`src/hw/rtl/skrt_pkg.sv`:
```
// Package for the sorted key rectangle table.
// Holds the transaction types, the entry and probe types and the operation codes.
// Depends on nothing.
`timescale 1ns / 1ps

package skrt_pkg;

  localparam int TABLE_DEPTH_DEF = 64;

  localparam logic [1:0] FN_APPEND = 2'd0;
  localparam logic [1:0] FN_LOOKUP = 2'd1;
  localparam logic [1:0] FN_CLEAR  = 2'd2;

  localparam logic [1:0] ST_OK       = 2'd0;
  localparam logic [1:0] ST_UNSORTED = 2'd1;
  localparam logic [1:0] ST_FULL     = 2'd2;

  typedef struct packed {
    logic [1:0]         func;
    logic signed [31:0] key;
    logic [31:0]        left_word;
    logic [31:0]        top_word;
    logic [31:0]        right_word;
    logic [31:0]        bottom_word;
    logic signed [31:0] entry_flags;
    logic signed [31:0] default_flags;
  } in_item_t;

  typedef struct packed {
    logic               found;
    logic [31:0]        out_left;
    logic [31:0]        out_top;
    logic [31:0]        out_right;
    logic [31:0]        out_bottom;
    logic signed [31:0] out_flags;
    logic               empty_res;
    logic [1:0]         status;
  } out_item_t;

  typedef struct packed {
    logic signed [31:0] key;
    logic [31:0]        left_word;
    logic [31:0]        top_word;
    logic [31:0]        right_word;
    logic [31:0]        bottom_word;
    logic signed [31:0] flags;
  } entry_t;

  typedef struct packed {
    logic               lt;
    logic               eq;
    logic [31:0]        left_word;
    logic [31:0]        top_word;
    logic [31:0]        right_word;
    logic [31:0]        bottom_word;
    logic signed [31:0] flags;
  } probe_t;

endpackage

```
`src/hw/rtl/skrt_cell.sv`:
```
// One cell of the table row: stores a single entry and its key comparison result.
// Passes the probe chain on to its neighbour, adding its own entry when selected.
// Depends on skrt_pkg.
`timescale 1ns / 1ps

module skrt_cell import skrt_pkg::*; (
  input  logic               clk,
  input  logic               wr_en,
  input  entry_t             wr_data,
  input  logic               cmp_en,
  input  logic signed [31:0] cmp_key,
  input  logic               sel,
  input  probe_t             chain_in,
  output probe_t             chain_out
);

  entry_t entry_r;
  logic   lt_r;
  logic   eq_r;
  probe_t own;

  always_ff @(posedge clk) begin
    if (wr_en) begin
      entry_r <= wr_data;
    end
    if (cmp_en) begin
      lt_r <= (entry_r.key < cmp_key);
      eq_r <= (entry_r.key == cmp_key);
    end
  end

  always_comb begin
    own = '0;
    if (sel) begin
      own.lt          = lt_r;
      own.eq          = eq_r;
      own.left_word   = entry_r.left_word;
      own.top_word    = entry_r.top_word;
      own.right_word  = entry_r.right_word;
      own.bottom_word = entry_r.bottom_word;
      own.flags       = entry_r.flags;
    end
  end

  assign chain_out = probe_t'(chain_in | own);

endmodule

```
`config.mk`:
```
export PLATFORM = sky130hd
export DESIGN_NAME = skrt_cell
export DESIGN_NICKNAME = d
export VERILOG_FILES = /design/src/hw/rtl/skrt_pkg.sv /design/src/hw/rtl/skrt_cell.sv
export SDC_FILE = /design/constraint.sdc
export NUM_CORES = 1
export LEC_CHECK = 0
export ABC_AREA = 1
export BUFFER_PORTS_ARGS = -buffer_cell sky130_fd_sc_hd__buf_2
export CORE_AREA = 5 5 210 212
export DETAILED_ROUTE_END_ITERATION = 10
export DIE_AREA = 0 0 215 217
export HOLD_SLACK_MARGIN = 0.12
export PLACE_DENSITY_LB_ADDON = 0.15
export SLEW_MARGIN = 25
export SYNTH_ARGS = -nofsm -noshare
export SYNTH_HDL_FRONTEND = slang
export SYNTH_SLANG_ARGS = --single-unit
```
`constraint.sdc`:
```
create_clock -name clk -period 2.05 [get_ports clk]
set_input_delay 0.1025 -clock clk [delete_from_list [all_inputs] [get_ports clk]]
set_output_delay 0.1025 -clock clk [all_outputs]
set_load 0.02 [all_outputs]
```
==> results.toml, run 1 <==
[critical_path]
ff2ff_path_depth = 10
critical_path_required_ps = 2250
cp.arrival_ps = 1790
timing.critical_path.slowest_stage_cell = "edfxtp_1"
critPathCapture = "lt_r$_DFFE_PP_"
endpoint_kind = "flip-flop"
crit_path_max_fanout = 2
worstReg2RegEnd = "lt_r$_DFFE_PP_"
crit_path_frequent_cell = "nand2_1"
cp_slowest_stage_delay_ps = 360
timing.rr.start = "entry_r[175]$_DFFE_PP_"
critical_path.cell_chain = "ha_1 -> nand2_1 -> inv_2 -> nand3_1 -> nor2_1 -> nand2_1 -> nand2_1 -> nand2_1 -> nand3_1 -> nand2_1"
type_of_element_launching_the_critical_path = "flip-flop"
setup.reg_to_reg.worst_slack_ps = 460
worst-setup-path-type = "reg2reg"
worst_setup_path_startpoint = "entry_r[175]$_DFFE_PP_"

[clocking]
clock_tree_from_tritoncts = "yes"
cts_sinks = 194
clk_lat_worst_skew_ps = 440
ctsResizeCount = 0
cts_max_path_buffers = 2
root_buffer = "clkbuf_16"
cts.htree.levels = 4
clkTransAtPathRegs_ps = 70
cts_made_buffers = 17

[timing]
postLayoutSetupSlackWorst_ps = 460
min_period_over_period = 0.776
maximum_frequency_from_static_timing_analysis_mhz = 629
relSlewSlack = 0.640
final-hold-violation-count = 0
fin_setup_tns_ps = 0
slew_viol_final = 0
rsz0062_at_grt = "no"
worst_pin_slew_ps = 540
fin_crit_ps = 1590
setup_viol = 0
finClkSkew_ps = 7.33

[route]
via_per_inst = 3.83
vias = 7026
drt_drc_violations_left = 0
drt-total-wl_um = 29200
antenna_left = 0
drt-pass1-iter-count = 4
wire_per_inst_um = 15.9
drt-initial-drc-count = 232

[synthesis]
post_synth_main_area_contributors = "edfxtp_1 (72%), a21o_1 (15%), ha_1 (5.0%)"
synthesis.yosys.warnings = 0
synthesis.instances = 521
yosys_register_bits = 194
synthesis.area_per_instance_sq_um = 15.4
synth_fp_nets = 943
ys_types = 20
synth.cell_area_sq_um = 8050
synth.mux.area_fraction = 0
synth_sequential_area_ratio = 0.724
synth-simple-area-share = 0.0303
synthDominantCellAreaShare = 0.724
synth_largest_area_cell = "edfxtp_1"
synth-xor-area-share = 0
area_fraction_in_compound_gates_after_synthesis = 0.162
synth_fa_ha_area_frac = 0.0498
synth_top_family_by_area = "compound AO/OA/AOI/OAI gates"

[layout]
layout-drive-gt1-share = 0.468
fillerInstances = 4221
layout.core_utilization = 0.337
finish.net_count = 1704
area_growth_pct = 74.7

[run_status]
run_status = "finished, final reports clean"

[floorplanning]
die_w_um = 215
initial_utilization = 0.193
design.portCount = 552
floorplan.die_area_sq_um = 46700
die_h_um = 217
core_area_sq_um = 41800
rows = 75

[global_routing]
grt_antenna_before_repair = 3
first_global_vias = 7819
globalRouteOverflowTotal = 0
wire_length_of_the_first_global_routing_pass_um = 43500
global_route.usage.total = 0.121
maximum_number_of_pins_on_one_net_before_global_route_repair = 65

[power_and_ir_drop]
ir_worst_vdd_v = 0.000520
leakage_uw = 0.00678
finalPower_uw = 9900
p_per_area_nw_per_um2 = 704

[placement]
place.port_buffers = 551
finalWeightedCongestion = 0.806
hpwlAfterDp_um = 23100
dp_worst_setup_slack_ps = 435

[worst_hold_path]
whs_path_depth = 1
min_path_type = "in2reg"

[flow_run]
timing.max_cap.violations = 0
[state kept, by name, indices dropped and copies added, names as in the netlist]
| name | count |
|---|---|
| entry_r | 192 |
| eq_r | 1 |
| lt_r | 1 |
[cell usage after synthesis]
library cell and number:
inv_2 3, nand2_2 2, nand4_2 1, o21ai_1 1, buf_2 10, o21ai_0 1
and3b_1 1, o21a_2 1, inv_1 40, nor2_1 8, a21o_1 163, buf_4 8
a21oi_2 1, nand4_1 1, a21oi_1 11, ha_1 32, nor2_2 3, nand3_1 4
nand2_1 36, edfxtp_1 194
[cells in the final DEF (no fill, tap or decap)]
cell           count
a21o_1           163
a21oi_1           11
a21oi_2            1
and3b_1            1
buf_12             5
buf_2            549
buf_4             12
bufinv_16          2
clkbuf_1           2
clkbuf_16         17
clkbuf_8           1
clkinv_1           1
clkinv_2           3
clkinv_4           1
clkinvlp_4         1
diode_2            1
dlygate4sd3_1    193
edfxtp_1         194
ha_1              32
inv_1             40
inv_2              3
inv_6              4
nand2_1           36
nand2_2            2
nand3_1            4
nand4_1            1
nand4_2            1
nor2_1             8
nor2_2             3
o21a_2             1
o21ai_0            1
o21ai_1            1
[routing by layer]
metal  track usage  vias up  part of all wire
met5             0        -           0.00072
met4        0.0363        4             0.015
met3        0.0374       27             0.068
met2         0.224      296              0.53
met1         0.133     3238              0.39
li1              -     3461                 -
[stage by stage]
| stage | hold slack [ps] | cells | area (sq um) |
|---|---|---|---|
| global placement | 280 | 1609 | 11600 |
| CTS | 233 | 1833 | 14100 |
| global route | 245 | 1834 | 14100 |
| finish | 238 | 1834 | 14100 |
| floorplan | 201 | 521 | 8050 |
| detailed placement | 281 | 1609 | 11600 |
[worst max-delay path, delay by kind of cell, from the launching register on]
family	cells	cell delay, ps
adders and majority gates	1	300
buffers and inverters	1	50
DFF	1	360
and+or+nand+nor	8	660
[worst min path at each step]
stage | startpoint | endpoint | slack, ps
2_1_floorplan | wr_data[0] | entry_r[0]$_DFFE_PP_ | 200
3_3_place_gp | wr_data[36] | entry_r[36]$_DFFE_PP_ | 280
3_5_place_dp | wr_data[52] | entry_r[52]$_DFFE_PP_ | 280
4_1_cts | wr_en | entry_r[178]$_DFFE_PP_ | 230
5_1_grt | wr_en | entry_r[86]$_DFFE_PP_ | 250
6_report | wr_en | entry_r[178]$_DFFE_PP_ | 240
[area by class of cell]
type                    count  area (sq um)  area share
repair buffers            760          4880       0.347
clock inverters            12           130     0.00925
inverters                  43           161      0.0115
multi-input cells         266          1950       0.139
well taps                 539           674      0.0480
flip-flops and latches    194          5830       0.414
diodes                      1          2.50    0.000178
clock buffers              19           433      0.0308
[logic make-up (layout without fill, tap and decap cells)]
logic type      after synthesis  in the layout
simple gates                 56             56
flops                       194            194
buf+inv                      61            834
other cells                   0              1
compound gates              178            178
fa+ha+maj                    32             32
[timing repair]
item,in CTS,in global routing
endpoints found under the hold margin,194,0
setup buffers,0,0
hold buffers,193,0
[power by group]
group	internal (uW)	total (uW)	switching [uW]
sequential	4720	4840	119
combinational	901	1770	866
clock	1800	3300	1500
(Power assumes the default switching activity.)
==> inputs of run 2 (changes only) <==
- clock period: 2.05 -> 1.6 ns (I/O delays scaled with it)
==> results.toml, run 2 (synthesized netlist as in run 1, its figures left out) <==
[run_status]
run_status = "finished, violations left"
violations = "negative setup slack"

[layout]
finish.net_count = 1706
registers.top_by_ff_count = "entry_r"
area_growth_pct = 76.8
fillerInstances = 4201
layout-drive-gt1-share = 0.483
final_common_cell = "buf_2"
most-common-layout-cells = "buf_2 (549), edfxtp_1 (194), dlygate4sd3_1 (194)"
layout.cells.non_filler = 1837
final_area_sq_um = 14200
max_reg_flops = 192
biggestRegsByFlops = "entry_r: 192 flops, eq_r: 1 flops, lt_r: 1 flops"

[timing]
maximum_frequency_from_static_timing_analysis_mhz = 615
fin_worst_hold_slack_ps = 238
slew_viol_final = 0
finClkSkew_ps = 2.79
setup_viol = 1
min_period_over_period = 1.02
final-hold-violation-count = 0
relSlewSlack = 0.772
worst_pin_slew_ps = 342
rsz0062_at_grt = "yes"
postLayoutSetupSlackWorst_ps = -26.5
fin_crit_ps = 1630

[critical_path]
cp_slowest_stage_delay_ps = 370
critical_path.cell_chain = "ha_1 -> a21oi_2 -> nor2_1 -> nor2_1 -> nand3_2 -> a21oi_2 -> nand2_1 -> nand2_1 -> nand2_1"
worst-setup-path-type = "reg2reg"
cp.arrival_ps = 1830
crit_path_max_fanout = 2
critical_path_required_ps = 1800
type_of_element_launching_the_critical_path = "flip-flop"
crit_path_frequent_cell = "nand2_1"
timing.critical_path.slowest_stage_cell = "edfxtp_1"
endpoint_kind = "flip-flop"

[global_routing]
grt_antenna_before_repair = 5
globalRouteOverflowTotal = 0
maximum_number_of_pins_on_one_net_before_global_route_repair = 71
wire_length_of_the_first_global_routing_pass_um = 43900
global_route.usage.total = 0.122
first_global_vias = 7975

[placement]
dp_worst_setup_slack_ps = -23.5
placed_area_sq_um = 11600
finalWeightedCongestion = 0.813
place.port_buffers = 551
dp.cells = 1609
hpwlAfterDp_um = 23100

[floorplanning]
initial_utilization = 0.193
rows = 75
core_area_sq_um = 41800
floorplan.die_area_sq_um = 46700
die_h_um = 217
design.portCount = 552
die_w_um = 215

[clocking]
clkTransAtPathRegs_ps = 70
clock_tree_from_tritoncts = "yes"
root_buffer = "clkbuf_16"
cts_max_path_buffers = 2
cts_made_buffers = 17
cts.htree.levels = 4
cts_sinks = 194
clk_lat_worst_skew_ps = 440

[route]
antenna_left = 0
drt_drc_violations_left = 0
drt-pass1-iter-count = 4
wire_per_inst_um = 16.1
vias = 7017
drt-initial-drc-count = 143
drt-total-wl_um = 29600
via_per_inst = 3.82

[power_and_ir_drop]
leakage_uw = 0.00679
finalPower_uw = 12700
ir_worst_vdd_v = 0.000627
p_per_area_nw_per_um2 = 895

[worst_hold_path]
min_path_type = "in2reg"

[flow_run]
timing.max_cap.violations = 0
run 2: changes by cell type in the layout (fill, tap and decap cells not counted), moves of 3 or more:
cell      before  now
ha_4           0    7
nand3_1        4    1
clkinv_1       1    5
nor2_1         8    5
a21oi_1       11    7
nand3_2        0    3
a21oi_2        1    5
ha_1          32   25
nor2_4         0    3
run 2: routing by layer:
metal | track usage | wire, um
met5 | 0 | 46
met2 | 0.226 | 15800
met1 | 0.132 | 11400
met4 | 0.0346 | 419
met3 | 0.0418 | 2000
run 2: timing repair:
action / CTS / global route
endpoints found under the setup margin: 1 / 1
setup buffers: 0 / 1
hold buffers: 194 / 0
endpoints found under the hold margin: 215 / 0
pin swaps: 0 / 9
gates resized for setup: 3 / 20
run 2: through the flow:
step | util | setup TNS (ps)
6_report | 0.341 | -26.5
5_1_grt | 0.341 | -124
4_1_cts | 0.337 | -19.8
3_5_place_dp | 0.277 | -23.5
3_3_place_gp | 0.277 | -45.9
2_1_floorplan | - | 0
run 2: final timing paths:
check / start / depth (start not counted) / end / slack (ps)
setup / recovery: entry_r[181]$_DFFE_PP_ / 9 / lt_r$_DFFE_PP_ / -30
hold / removal: cmp_key[31] / 5 / lt_r$_DFFE_PP_ / 240
setup reg to reg: entry_r[181]$_DFFE_PP_ / 9 / lt_r$_DFFE_PP_ / -30
hold reg to reg: entry_r[191]$_DFFE_PP_ / 3 / lt_r$_DFFE_PP_ / 770
run 2: worst max-delay path: cells and delay by family, from the launching register on:
kind / cells / cell delay [ps]
AOI/OAI and AO/OA: 2 / 320
adders and majority gates: 1 / 310
DFF: 1 / 370
and+or+nand+nor: 6 / 400
run 2: power breakdown:
group	switching, uW	internal (uW)	leakage [uW]	total, uW
combinational	1150	1200	0.00462	2340
clock	1900	2280	0.000271	4180
sequential	160	6050	0.00190	6210
total	3210	9520	0.00679	12700
run 2: cell type report:
| cell class | count | area (sq um) | area share |
|---|---|---|---|
| Tap cell | 539 | 674 | 0.0474 |
| Sequential cell | 194 | 5830 | 0.410 |
| Clock buffer | 17 | 425 | 0.0299 |
| Antenna cell | 1 | 2.50 | 0.000176 |
| Inverter | 43 | 161 | 0.0113 |
| Clock inverter | 15 | 139 | 0.00976 |
| Multi-Input combinational cell | 266 | 2100 | 0.147 |
| Timing Repair Buffer | 762 | 4900 | 0.345 |
==> inputs of run 3 (changes only) <==
- CTS_CLUSTER_DIAMETER: default -> 80
- REMOVE_ABC_BUFFERS: default -> 1
==> results.toml, run 3 (synthesized netlist as in run 1, its figures left out) <==
[global_routing]
grt_antenna_before_repair = 2
globalRouteOverflowTotal = 0
first_global_vias = 8146
maximum_number_of_pins_on_one_net_before_global_route_repair = 61
wire_length_of_the_first_global_routing_pass_um = 45000
global_route.usage.total = 0.127

[floorplanning]
die_h_um = 217
floorplan.die_area_sq_um = 46700
design.portCount = 552
core_area_sq_um = 41800
initial_utilization = 0.193
die_w_um = 215
rows = 75

[route]
wire_per_inst_um = 16.6
drt_drc_violations_left = 0
drt-initial-drc-count = 255
vias = 7103
antenna_left = 0
drt-pass1-iter-count = 4
via_per_inst = 3.86
drt-total-wl_um = 30600

[clocking]
cts_sinks = 194
cts_max_path_buffers = 2
cts_made_buffers = 17
clock_tree_from_tritoncts = "yes"
cts.htree.levels = 4
clkTransAtPathRegs_ps = 70
root_buffer = "clkbuf_16"
clk_lat_worst_skew_ps = 470

[timing]
setup_viol = 1
worst_pin_slew_ps = 390
slew_viol_final = 0
postLayoutSetupSlackWorst_ps = -34.9
rsz0062_at_grt = "yes"
finClkSkew_ps = 7.01
fin_crit_ps = 1630
maximum_frequency_from_static_timing_analysis_mhz = 612
fin_setup_tns_ps = -34.9
final-hold-violation-count = 0
relSlewSlack = 0.740
min_period_over_period = 1.02

[layout]
layout-drive-gt1-share = 0.482
most-common-layout-cells = "buf_2 (549), edfxtp_1 (194), dlygate4sd3_1 (194)"
biggestRegsByFlops = "entry_r: 192 flops, eq_r: 1 flops, lt_r: 1 flops"
layout.core_utilization = 0.342
area_growth_pct = 77.3
max_reg_flops = 192
registers.top_by_ff_count = "entry_r"
fillerInstances = 4186
final_common_cell = "buf_2"
layout.cells.non_filler = 1841
finish.net_count = 1710

[critical_path]
crit_family = "simple AND/OR/NAND/NOR gates"
crit_path_frequent_cell = "nand2_1"
cp_num_cells = 9
setup.reg_to_reg.worst_slack_ps = -30
crit_path_max_fanout = 2
timing.critical_path.slowest_stage_cell = "edfxtp_1"
critical_path.cell_chain = "ha_1 -> nand2_2 -> nor2_2 -> nand2_1 -> nand3_2 -> a21oi_2 -> buf_4 -> nand3_1 -> nand2_1"
worst-setup-path-type = "reg2reg"
ff2ff_path_depth = 9
cp_slowest_stage_delay_ps = 370
timing.rr.start = "entry_r[183]$_DFFE_PP_"
timing.critical_path.buf_inv = 1
worstReg2RegEnd = "lt_r$_DFFE_PP_"
cp.arrival_ps = 1860
type_of_element_launching_the_critical_path = "flip-flop"
critical_path_required_ps = 1830
endpoint_kind = "flip-flop"
worst_setup_path_startpoint = "entry_r[183]$_DFFE_PP_"
critPathCapture = "lt_r$_DFFE_PP_"

[flow_run]
timing.max_cap.violations = 0

[placement]
hpwlAfterDp_um = 24100
dp_worst_setup_slack_ps = -81.3
place.port_buffers = 551
finalWeightedCongestion = 0.787
dp.cells = 1613

[worst_hold_path]
min_path_type = "in2reg"
hold_path_startpoint = "cmp_key[0]"

[power_and_ir_drop]
net-switching-power_uw = 3230
p_per_area_nw_per_um2 = 905
ir_worst_vdd_v = 0.000708
internal_power_uw = 9680
power.combinational.fraction = 0.182
leakage_uw = 0.00681
finalPower_uw = 12900
share_of_total_power_in_the_clock_network = 0.337
power.sequential.fraction = 0.482
net_switching_fraction_of_the_power = 0.250

[run_status]
violations = "negative setup slack"
run_status = "finished, violations left"
run 3: power groups by stage:
| stage | Combinational, uW | Sequential, uW | Clock, uW |
|---|---|---|---|
| after floorplan | 844 | 6230 | 0 |
| after global placement | 1910 | 6330 | 0 |
| after detailed placement | 1920 | 6320 | 0 |
| after CTS | 2330 | 6220 | 4590 |
| after global routing | 2560 | 6260 | 4710 |
| final | 2340 | 6220 | 4340 |
run 3: worst register-to-register path: stages (launching register included):
cell and delay (ps):
edfxtp_1 370, ha_1 320, nand2_2 70, nor2_2 140, nand2_1 80, nand3_2 100, a21oi_2 70, buf_4 130
nand3_1 70, nand2_1 60
run 3: how the worst min path moves through the flow:
| stage | end | cells past startpoint | slack, ps |
|---|---|---|---|
| 2_1_floorplan | entry_r[0]$_DFFE_PP_ | 0 | 180 |
| 3_3_place_gp | entry_r[53]$_DFFE_PP_ | 1 | 260 |
| 3_5_place_dp | entry_r[10]$_DFFE_PP_ | 1 | 260 |
| 4_1_cts | eq_r$_DFFE_PP_ | 4 | 190 |
| 5_1_grt | eq_r$_DFFE_PP_ | 4 | 260 |
| 6_report | eq_r$_DFFE_PP_ | 4 | 240 |
run 3: final cells by class:
cell class / instances / area [sq um] / share of cell area
repair buffers: 766 / 4930 / 0.346
flip-flops and latches: 194 / 5830 / 0.408
multi-input cells: 266 / 2090 / 0.147
inverters: 43 / 161 / 0.0113
well taps: 539 / 674 / 0.0473
diodes: 2 / 5.00 / 0.000351
clock inverters: 11 / 139 / 0.00973
clock buffers: 20 / 437 / 0.0306
run 3: per-layer routing:
metal	vias up	wire [um]	track usage
li1	3468	-	-
met1	3299	11700	0.137
met2	295	16100	0.229
met3	39	2090	0.0422
met4	2	687	0.0525
met5	-	7	0
run 3: what timing repair did:
item,in CTS,in global routing
gates resized for setup,1,17
hold endpoints to repair,222,0
gates cloned,0,0
pin swaps,1,6
endpoints found under the setup margin,1,1
hold buffers,194,0
setup buffers,1,0
run 3: per-stage QoR:
step	hold WS, ps	instance area, sq um
final	241	14300
after global routing	264	14300
after CTS	186	14100
after detailed placement	258	11600
after global placement	256	11600
after floorplan	179	7940
